## src/rtl/lbcd_pkg.sv

```systemverilog
`default_nettype none

package lbcd_pkg;

    // Parameter defaults for the top level.
    localparam int WAYS_DEF       = 8;
    localparam int TAG_BITS_DEF   = 32;
    localparam int STAMP_BITS_DEF = 32;

    // Fixed field widths of the stream payloads.
    localparam int CMD_W       = 2;
    localparam int ADDR_W      = 32;
    localparam int WAY_W       = 3;
    localparam int IN_TDATA_W  = 72;
    localparam int OUT_TDATA_W = 40;

    // Request command codes.
    localparam logic [CMD_W-1:0] CMD_READ  = 2'd0;
    localparam logic [CMD_W-1:0] CMD_WRITE = 2'd1;
    localparam logic [CMD_W-1:0] CMD_FLUSH = 2'd2;
    localparam logic [CMD_W-1:0] CMD_NONE  = 2'd3;

    // Control flags of the token that walks down the row of ways.
    typedef struct packed {
        logic tok_valid;  // a token occupies this stage
        logic is_flush;   // flush token, otherwise a lookup token
        logic last;       // final result of the request
        logic hit;        // a way matched the tag so far
        logic inv;        // an invalid way was seen so far
        logic have;       // a valid minimum candidate is held
        logic min_dirty;  // candidate is dirty (flush: writeback needed)
    } t_tok_flags;

    // Update broadcast from the tail of the row back into the ways.
    typedef struct packed {
        logic en;     // apply at this edge
        logic alloc;  // miss fill, otherwise a hit refresh
        logic write;  // write request
    } t_upd;

endpackage

`default_nettype wire

```

## src/rtl/lbcd_cell.sv

```systemverilog
`default_nettype none

module lbcd_cell
    import lbcd_pkg::*;
#(
    parameter int IDX_W      = 3,
    parameter int TAG_BITS   = TAG_BITS_DEF,
    parameter int STAMP_BITS = STAMP_BITS_DEF,
    parameter int CELL_IDX   = 0
) (
    input  wire                   i_clk,
    input  wire                   i_rst_n,
    input  wire                   i_adv,
    input  t_tok_flags            i_flags,
    input  wire [IDX_W-1:0]       i_idx,
    input  wire [IDX_W-1:0]       i_hit_way,
    input  wire [IDX_W-1:0]       i_inv_way,
    input  wire [IDX_W-1:0]       i_min_way,
    input  wire [STAMP_BITS-1:0]  i_min_stamp,
    input  wire [TAG_BITS-1:0]    i_min_tag,
    input  wire [TAG_BITS-1:0]    i_req_tag,
    input  t_upd                  i_upd,
    input  wire [IDX_W-1:0]       i_upd_way,
    input  wire [STAMP_BITS-1:0]  i_upd_stamp,
    output t_tok_flags            o_flags,
    output logic [IDX_W-1:0]      o_idx,
    output logic [IDX_W-1:0]      o_hit_way,
    output logic [IDX_W-1:0]      o_inv_way,
    output logic [IDX_W-1:0]      o_min_way,
    output logic [STAMP_BITS-1:0] o_min_stamp,
    output logic [TAG_BITS-1:0]   o_min_tag
);

    localparam logic [IDX_W-1:0] MY_WAY = IDX_W'(CELL_IDX);

    // Way state.
    logic                  r_valid;
    logic                  r_dirty;
    logic [TAG_BITS-1:0]   r_tag;
    logic [STAMP_BITS-1:0] r_stamp;

    // Token stage handed to the next cell.
    t_tok_flags            r_flags, n_flags;
    logic [IDX_W-1:0]      r_idx, r_hit_way, r_inv_way, r_min_way;
    logic [IDX_W-1:0]      n_hit_way, n_inv_way, n_min_way;
    logic [STAMP_BITS-1:0] r_min_stamp, n_min_stamp;
    logic [TAG_BITS-1:0]   r_min_tag, n_min_tag;

    logic lookup, flush_here, upd_here;

    assign lookup     = i_flags.tok_valid && !i_flags.is_flush;
    assign flush_here = i_flags.tok_valid && i_flags.is_flush && (i_idx == MY_WAY);
    assign upd_here   = i_upd.en && (i_upd_way == MY_WAY);

    // Fold this way into the hit, first-invalid and oldest-stamp search or flush.
    always_comb begin
        n_flags     = i_flags;
        n_hit_way   = i_hit_way;
        n_inv_way   = i_inv_way;
        n_min_way   = i_min_way;
        n_min_stamp = i_min_stamp;
        n_min_tag   = i_min_tag;
        if (lookup) begin
            if (!i_flags.hit && r_valid && (r_tag == i_req_tag)) begin
                n_flags.hit = 1'b1;
                n_hit_way   = MY_WAY;
            end
            if (!i_flags.inv && !r_valid) begin
                n_flags.inv = 1'b1;
                n_inv_way   = MY_WAY;
            end
            if (r_valid && (!i_flags.have || (r_stamp < i_min_stamp))) begin
                n_flags.have      = 1'b1;
                n_flags.min_dirty = r_dirty;
                n_min_way         = MY_WAY;
                n_min_stamp       = r_stamp;
                n_min_tag         = r_tag;
            end
        end
        if (flush_here) begin
            n_flags.min_dirty = r_valid && r_dirty;
            n_min_tag         = r_tag;
        end
    end

    // Token stage control.
    always_ff @(posedge i_clk) begin
        if (!i_rst_n) begin
            r_flags <= '0;
        end else if (i_adv) begin
            r_flags <= n_flags;
        end
    end

    // Token stage payload.
    always_ff @(posedge i_clk) begin
        if (i_adv) begin
            r_idx       <= i_idx;
            r_hit_way   <= n_hit_way;
            r_inv_way   <= n_inv_way;
            r_min_way   <= n_min_way;
            r_min_stamp <= n_min_stamp;
            r_min_tag   <= n_min_tag;
        end
    end

    // Valid and dirty marks: flush clears dirty, the tail update sets valid and updates dirty.
    always_ff @(posedge i_clk) begin
        if (!i_rst_n) begin
            r_valid <= 1'b0;
            r_dirty <= 1'b0;
        end else if (upd_here) begin
            r_valid <= 1'b1;
            r_dirty <= i_upd.alloc ? i_upd.write : (r_dirty || i_upd.write);
        end else if (i_adv && flush_here) begin
            r_dirty <= 1'b0;
        end
    end

    // Tag and stamp.
    always_ff @(posedge i_clk) begin
        if (upd_here) begin
            r_stamp <= i_upd_stamp;
            if (i_upd.alloc) begin
                r_tag <= i_req_tag;
            end
        end
    end

    assign o_flags     = r_flags;
    assign o_idx       = r_idx;
    assign o_hit_way   = r_hit_way;
    assign o_inv_way   = r_inv_way;
    assign o_min_way   = r_min_way;
    assign o_min_stamp = r_min_stamp;
    assign o_min_tag   = r_min_tag;

endmodule

`default_nettype wire

```

## src/rtl/lru_block_cache_directory_unit.sv

```systemverilog
// Directory of a fully associative write-back block cache with LRU replacement.
//
// Requests enter on the slave stream (i_s_*), one per accepted beat: read, write,
// flush, or the unused code, which is taken and dropped. Results leave on the master
// stream (o_m_*): one result for a read or write, one per way for a flush, with
// o_m_tlast on the final result of each request.
//
// The ways sit in a row of cells. A request sends tokens down the row, one cell per
// cycle while the receiver does not stall; each cell folds its way into the running
// hit and victim search, and the token leaving the last cell yields the result and
// updates the chosen way. A read or write result goes from the request registers
// through every cell to the output register; a flush gives one result per cycle
// after the first while not stalled. One request is in the directory at a time;
// o_s_tready returns the cycle after the last result of the current request has
// been registered for output, so no new read or write is taken before then.
//
// A single output register holds the next result. While the receiver stalls, the
// whole row of cells holds still and nothing is lost. Synchronous reset clears all
// valid and dirty marks, the stamp counter and every token; no clearing pass is needed.
`default_nettype none

module lru_block_cache_directory_unit
    import lbcd_pkg::*;
#(
    parameter int WAYS       = WAYS_DEF,
    parameter int TAG_BITS   = TAG_BITS_DEF,
    parameter int STAMP_BITS = STAMP_BITS_DEF
) (
    input  wire                    i_clk,
    input  wire                    i_rst_n,
    input  wire                    i_s_tvalid,
    output logic                   o_s_tready,
    // cmd[1:0], block_addr[33:2], file_blocks[65:34], zero[71:66]
    input  wire [IN_TDATA_W-1:0]   i_s_tdata,
    output logic                   o_m_tvalid,
    input  wire                    i_m_tready,
    // way[2:0], hit[3], writeback[4], writeback_addr[36:5], load[37], zero[39:38]
    output logic [OUT_TDATA_W-1:0] o_m_tdata,
    output logic                   o_m_tlast
);

    localparam int IDX_W = $clog2(WAYS);
    localparam logic [IDX_W-1:0] LAST_WAY = IDX_W'(WAYS - 1);

    // Input fields.
    logic [CMD_W-1:0]          in_cmd;
    logic [ADDR_W-1:0]         in_block_addr, in_file_blocks;
    logic [TAG_BITS+ADDR_W-1:0] in_addr_ext;
    logic                      in_accept;

    assign in_cmd         = i_s_tdata[1:0];
    assign in_block_addr  = i_s_tdata[33:2];
    assign in_file_blocks = i_s_tdata[65:34];
    assign in_addr_ext    = {{TAG_BITS{1'b0}}, in_block_addr};
    assign in_accept      = i_s_tvalid && o_s_tready;

    // Request and control registers.
    logic                  r_busy, r_inj_pend, r_is_flush, r_write, r_below;
    logic [IDX_W-1:0]      r_inj_idx;
    logic [TAG_BITS-1:0]   r_tag;
    logic [STAMP_BITS-1:0] r_stamp_cnt, n_stamp_cnt;

    // Output register.
    logic              r_ovalid, r_o_hit, r_o_wb, r_o_load, r_o_last;
    logic [WAY_W-1:0]  r_o_way;
    logic [ADDR_W-1:0] r_o_wba;

    // Row of cells: stage k feeds cell k, stage WAYS is the tail.
    t_tok_flags            st_flags     [WAYS+1];
    logic [IDX_W-1:0]      st_idx       [WAYS+1];
    logic [IDX_W-1:0]      st_hit_way   [WAYS+1];
    logic [IDX_W-1:0]      st_inv_way   [WAYS+1];
    logic [IDX_W-1:0]      st_min_way   [WAYS+1];
    logic [STAMP_BITS-1:0] st_min_stamp [WAYS+1];
    logic [TAG_BITS-1:0]   st_min_tag   [WAYS+1];

    logic       adv;
    t_tok_flags tail;
    t_upd       upd;
    logic [IDX_W-1:0] upd_way;

    // The row moves whenever the output register can take a result.
    assign adv  = !r_ovalid || i_m_tready;
    assign tail = st_flags[WAYS];

    assign o_s_tready = !r_busy;

    // Token injection at the head of the row.
    always_comb begin
        st_flags[0]           = '0;
        st_flags[0].tok_valid = r_inj_pend;
        st_flags[0].is_flush  = r_is_flush;
        st_flags[0].last      = !r_is_flush || (r_inj_idx == LAST_WAY);
        st_idx[0]             = r_inj_idx;
        st_hit_way[0]         = '0;
        st_inv_way[0]         = '0;
        st_min_way[0]         = '0;
        st_min_stamp[0]       = '0;
        st_min_tag[0]         = '0;
    end

    genvar g;
    generate
        for (g = 0; g < WAYS; g++) begin : g_cell
            lbcd_cell #(
                .IDX_W      (IDX_W),
                .TAG_BITS   (TAG_BITS),
                .STAMP_BITS (STAMP_BITS),
                .CELL_IDX   (g)
            ) u_cell (
                .i_clk       (i_clk),
                .i_rst_n     (i_rst_n),
                .i_adv       (adv),
                .i_flags     (st_flags[g]),
                .i_idx       (st_idx[g]),
                .i_hit_way   (st_hit_way[g]),
                .i_inv_way   (st_inv_way[g]),
                .i_min_way   (st_min_way[g]),
                .i_min_stamp (st_min_stamp[g]),
                .i_min_tag   (st_min_tag[g]),
                .i_req_tag   (r_tag),
                .i_upd       (upd),
                .i_upd_way   (upd_way),
                .i_upd_stamp (n_stamp_cnt),
                .o_flags     (st_flags[g+1]),
                .o_idx       (st_idx[g+1]),
                .o_hit_way   (st_hit_way[g+1]),
                .o_inv_way   (st_inv_way[g+1]),
                .o_min_way   (st_min_way[g+1]),
                .o_min_stamp (st_min_stamp[g+1]),
                .o_min_tag   (st_min_tag[g+1])
            );
        end
    endgenerate

    // Result and way update from the token leaving the row.
    logic [IDX_W-1:0]            res_way;
    logic [IDX_W+WAY_W-1:0]      res_way_ext;
    logic [TAG_BITS+ADDR_W-1:0]  res_tag_ext;
    logic                        res_hit, res_wb, res_load;
    logic                        tail_lookup;

    assign tail_lookup = tail.tok_valid && !tail.is_flush;
    assign n_stamp_cnt = STAMP_BITS'(r_stamp_cnt + 1'b1);
    assign res_tag_ext = {{ADDR_W{1'b0}}, st_min_tag[WAYS]};
    assign res_way_ext = {{WAY_W{1'b0}}, res_way};

    always_comb begin
        res_hit  = 1'b0;
        res_wb   = 1'b0;
        res_load = 1'b0;
        res_way  = st_idx[WAYS];
        if (tail.is_flush) begin
            res_wb = tail.min_dirty;
        end else if (tail.hit) begin
            res_hit = 1'b1;
            res_way = st_hit_way[WAYS];
        end else if (tail.inv) begin
            res_way  = st_inv_way[WAYS];
            res_load = !r_write || r_below;
        end else begin
            res_way  = st_min_way[WAYS];
            res_wb   = tail.min_dirty;
            res_load = !r_write || r_below;
        end
        upd.en    = adv && tail_lookup;
        upd.alloc = !tail.hit;
        upd.write = r_write;
        upd_way   = res_way;
    end

    // Request capture, token injection and busy tracking.
    always_ff @(posedge i_clk) begin
        if (!i_rst_n) begin
            r_busy      <= 1'b0;
            r_inj_pend  <= 1'b0;
            r_stamp_cnt <= '0;
        end else begin
            if (in_accept && (in_cmd != CMD_NONE)) begin
                r_busy     <= 1'b1;
                r_inj_pend <= 1'b1;
            end else begin
                if (adv && r_inj_pend && (!r_is_flush || (r_inj_idx == LAST_WAY))) begin
                    r_inj_pend <= 1'b0;
                end
                if (adv && tail.tok_valid && tail.last) begin
                    r_busy <= 1'b0;
                end
            end
            if (upd.en) begin
                r_stamp_cnt <= n_stamp_cnt;
            end
        end
    end

    // Request payload and flush way counter.
    always_ff @(posedge i_clk) begin
        if (in_accept) begin
            r_is_flush <= (in_cmd == CMD_FLUSH);
            r_write    <= (in_cmd == CMD_WRITE);
            r_below    <= (in_block_addr < in_file_blocks);
            r_tag      <= in_addr_ext[TAG_BITS-1:0];
            r_inj_idx  <= '0;
        end else if (adv && r_inj_pend && r_is_flush && (r_inj_idx != LAST_WAY)) begin
            r_inj_idx <= IDX_W'(r_inj_idx + 1'b1);
        end
    end

    // Output register control.
    always_ff @(posedge i_clk) begin
        if (!i_rst_n) begin
            r_ovalid <= 1'b0;
        end else if (adv) begin
            r_ovalid <= tail.tok_valid;
        end
    end

    // Output register payload.
    always_ff @(posedge i_clk) begin
        if (adv && tail.tok_valid) begin
            r_o_way  <= res_way_ext[WAY_W-1:0];
            r_o_hit  <= res_hit;
            r_o_wb   <= res_wb;
            r_o_wba  <= res_wb ? res_tag_ext[ADDR_W-1:0] : '0;
            r_o_load <= res_load;
            r_o_last <= tail.last;
        end
    end

    assign o_m_tvalid = r_ovalid;
    assign o_m_tlast  = r_o_last;
    assign o_m_tdata  = {2'b00, r_o_load, r_o_wba, r_o_wb, r_o_hit, r_o_way};

endmodule

`default_nettype wire

```

## config.mk

```make
export PLATFORM = sky130hd
export DESIGN_NAME = lru_block_cache_directory_unit
export DESIGN_NICKNAME = d
export VERILOG_FILES = /design/src/rtl/lbcd_pkg.sv /design/src/rtl/lbcd_cell.sv /design/src/rtl/lru_block_cache_directory_unit.sv
export SDC_FILE = /design/constraint.sdc
export NUM_CORES = 2
export LEC_CHECK = 0
export ABC_AREA = 0
export BUFFER_PORTS_ARGS = -buffer_cell sky130_fd_sc_hd__clkbuf_2
export CORE_ASPECT_RATIO = 0.5
export CORE_MARGIN = 8
export CORE_UTILIZATION = 35
export CTS_CLUSTER_SIZE = 25
export DETAILED_ROUTE_END_ITERATION = 8
export REMOVE_ABC_BUFFERS = 1
export SLEW_MARGIN = 20
export SYNTH_ARGS = -nofsm -noshare
export SYNTH_HDL_FRONTEND = slang
export SYNTH_SLANG_ARGS = --single-unit
```

## constraint.sdc

```tcl
create_clock -name i_clk -period 51 [get_ports i_clk]
set_clock_uncertainty 0.15 [all_clocks]
set_input_delay 7.65 -clock i_clk [delete_from_list [all_inputs] [get_ports i_clk]]
set_output_delay 7.65 -clock i_clk [all_outputs]
set_load 0.1 [all_outputs]
```

==> results by group <==
Layout
  • Fin area: about 0.063 mm2
  • Share of cells above drive strength 1: a little over a fifth
  • Area delta synth->final: 12.9%
  • Nets@finish: approximately 4,200
  • Final core utilization: about two fifths

CTS
  • Skew-Pair Late Insertion Delay: 730 ps
  • H-tree levels: 3
  • TritonCTS Buffers: about 120
  • Post-CTS Setup Bufs: 0
  • Hold buffer count at CTS: 0
  • CTS tree: built
  • Clock slew at reported path FFs: around 60 ps
  • Max Buffers Root-to-Sink: 3
  • Num Clock Sinks: approximately 1,300
  • Root Buffer: clkbuf_16
  • CTS-repair resized insts: 0

Placed design
  • Post-DP HPWL: 81.3 mm
  • Post-DP Area: slightly below 0.06 mm2
  • I/O Buffers: 110
  • Gpl congestion: approximately 0.8
  • Pre-CTS WS: 39,580 ps

GRT
  • Gr ovfl total: 0
  • Largest net degree at the start of global routing: around 110
  • Vias in the first global route: approximately 31,000
  • GRT Total Usage: 13.3%
  • First-pass GRT wire length: 182 mm
  • Initial antenna violation count: 3

Setup path
  • Reg2reg setup slack: roughly 47,000 ps
  • CP Max Fanout: 87
  • CP Capture Type: flop
  • CP endpoint: g_cell[2].u_cell.r_tag[8]$_DFFE_PP_
  • Crit-path slowest cell: or3b_1
  • Crit path largest cell delay: about 600 ps
  • Critical path, cell by cell: clkbuf_2 > nor2b_4 > buf_4 > inv_8 > nand2_1 > or3b_1 > nor3b_4 > buf_4 > nor2b_2 > buf_4
  • Critical path type: input pin to flop
  • Reg-to-Reg End: g_cell[3].u_cell.o_min_tag[0]$_DFFE_PN_
  • Required @ worst endpoint: slightly above 50,000 ps
  • Reg2reg path depth: 10
  • Most frequent CP cell: buf_4
  • Worst EP arrival: approximately 11,000 ps
  • Reg2Reg Launch Point: g_cell[2].u_cell.o_min_stamp[31]$_DFFE_PN_
  • CP startpoint: i_m_tready
  • Critical path startpoint category: input pin

STA
  • Fin. max-slew vios: 0
  • RSZ-0062 raised after global routing: false
  • Worst Max-Slew Pin Slew: between 1000 and 1500 ps
  • Final hold violations: 0
  • Peak Freq: ~0.094 GHz
  • Period minus WS final: approximately 11,000 ps
  • Final setup margin: between 40,000 and 50,000 ps
  • Final worst path period share: between 20% and 30%
  • Slew margin rel.: between 20 and 25%
  • Setup-failing EPs final: 0
  • Setup_tns: 0 ps

Route
  • DR vias/cell: just under 5
  • Post-Route WL: ~120 mm
  • Drt initial violations: approximately 1,600
  • Via count: 29,400
  • Post-DRT Antenna Nets: 0
  • Drc violations: 0
  • DR WL/cell: 19.5 um
  • DRT Pass-1 Iters: 5

Yosys
  • Largest family of logic cells by synthesized area: multiplexers
  • Cells after Synth: between 3,000 and 4,000
  • Yosys reg bits: ~1,300
  • Post-synthesis xor/xnor area fraction: under 10%
  • Most common cell in the synthesized netlist: edfxtp_1
  • Synth Area in Simple Gates: under 10%
  • Post-synth top cells: edfxtp_1 (1,141), inv_1 (274), ha_1 (252)
  • Adder-cell area share of the yosys netlist: 5.65%
  • Synth cell types: 78
  • Syn Area/Cell: approximately 15 um2
  • Mux contribution to synthesized area: 9.83%
  • Mapped cell area: 0.0558 mm2
  • Sequential share of the synthesized area: 65.3%
  • Cell taking the most area after synthesis: edfxtp_1
  • Yosys top cell area share: between 60% and 70%
  • Most area-consuming cells after synthesis: edfxtp_1 (61%), ha_1 (5.7%), mux2_2 (5.1%)
  • Top FF cell, synth: edfxtp_1
  • Post-synth EDFFs: 1,141
  • Yosys Warn Count: 0
  • Compound-Gate Fraction of Synth Area: under 10%
  • Post-synth ARST share: 0%

Power
  • Total power draw: ~2.1 mW
  • Power per cell area: approximately 33 mW/mm2
  • Max IR drop VDD: about 0.000024 V
  • Pleak: 24.3 nW

Run status
  • Outcome: complete, no violations

Die
  • Die ar.: 0.173 mm2
  • Die Height: 298 um
  • # rows: between 100 and 150
  • Starting density of the core: 35.3%
  • Die Wd: 581 um
  • Core area: roughly 0.16 mm2
  • I/O pins: ~120

Worst hold path
  • Worst hold path type: flop to flop

Flow run
  • MaxCap Viol Count: 0
where the power goes:
part | leakage [nW] | internal (mW) | switching [mW]
Combinational | 9.23 | 0.0207 | 0.0311
Clock | 1.91 | 0.499 | 0.383
Sequential | 13.1 | 1.12 | 0.00406
Total | 24.3 | 1.64 | 0.419
flip-flops by register name (all words and copies together) (netlist names), 8 cells and up:
register / count
g_cell.u_cell.r_stamp: 256
g_cell.u_cell.o_min_way: 17
g_cell.u_cell.o_idx: 24
g_cell.u_cell.o_hit_way: 17
r_tag: 32
g_cell.u_cell.r_valid: 8
g_cell.u_cell.r_tag: 256
r_o_wba: 32
g_cell.u_cell.o_min_stamp: 224
r_stamp_cnt: 32
g_cell.u_cell.r_dirty: 8
g_cell.u_cell.o_flags: 55
g_cell.u_cell.o_inv_way: 17
g_cell.u_cell.o_min_tag: 256
critical path: cells and delay by family:
| kind | cells | cell delay (ps) |
|---|---|---|
| buffers and inverters | 5 | 1690 |
| AND/OR/NAND/NOR | 5 | 1370 |
metrics by stage:
step	hold WS (ps)	cells
2_1_floorplan	267	3577
3_3_place_gp	288	5852
3_5_place_dp	289	5855
4_1_cts	304	6078
5_1_grt	309	6081
6_report	305	6082
routing by layer:
layer	routed length (um)	vias up	global-route usage, %
met5	0	-	0
met4	2160	0	2.95
met3	3700	166	1.85
met2	59500	423	23.8
met1	53400	14900	17.1
li1	-	14000	-
cell usage in the layout, fill, tap and decap left out, types with 7 or more instances in the layout:
cell       count
nor3_1        44
mux2_4       173
edfxtp_1    1141
nor2b_1       31
nand2b_1      22
and3b_1        7
dfxtp_1      109
nor2_1        65
nand4_1       84
or3_1         12
clkbuf_1      22
nand3_1       38
a31oi_1       17
a21boi_0      40
and4_1        13
a21oi_1      101
inv_1        272
a21oi_4        7
or2_2         18
clkbuf_2     109
mux2_2       251
xor2_1       132
nand2_1      152
clkinv_1      25
nor4_1        42
a211oi_1      16
and2_1       123
clkinv_2      26
o21a_1        24
buf_4         65
ha_1         252
bufinv_16     11
clkbuf_16    121
xnor2_1      167
o21ai_0       83
cells by family (layout without fill, tap and decap cells):
kind of cell | Yosys count | count (layout)
AND/OR/NAND/NOR | 707 | 707
adder cells (fa/ha/maj) | 252 | 252
AO/OA/AOI/OAI | 356 | 356
XOR/XNOR | 306 | 306
other | 1 | 3
flip-flops | 1250 | 1250
buffers and inverters | 405 | 678
multiplexers | 430 | 430
worst min path at each step:
stage                     depth (start not counted)                           startpoint  slack (ps)                                   to
final                                             0  g_cell[5].u_cell.o_idx[2]$_DFFE_PN_         300  g_cell[6].u_cell.o_idx[2]$_DFFE_PN_
after global routing                              0  g_cell[5].u_cell.o_idx[2]$_DFFE_PN_         310  g_cell[6].u_cell.o_idx[2]$_DFFE_PN_
after CTS                                         0  g_cell[5].u_cell.o_idx[2]$_DFFE_PN_         300  g_cell[6].u_cell.o_idx[2]$_DFFE_PN_
after detailed placement                          0  g_cell[5].u_cell.o_idx[2]$_DFFE_PN_         290  g_cell[6].u_cell.o_idx[2]$_DFFE_PN_
after global placement                            0  g_cell[5].u_cell.o_idx[2]$_DFFE_PN_         290  g_cell[6].u_cell.o_idx[2]$_DFFE_PN_
after floorplan                                   0  g_cell[0].u_cell.o_idx[1]$_DFFE_PN_         270  g_cell[1].u_cell.o_idx[1]$_DFFE_PN_
layout make-up:
class | count | area, um2
Clock buffer | 149 | 3190
Antenna cell | 1 | 2.50
Inverter | 274 | 1040
Fill cell | 14500 | 95000
Tap cell | 2100 | 2630
Multi-Input combinational cell | 2053 | 17800
Sequential cell | 1250 | 36400
Clock inverter | 74 | 701
Timing Repair Buffer | 181 | 1190
No activity file was read; power rests on OpenSTA's default activity.
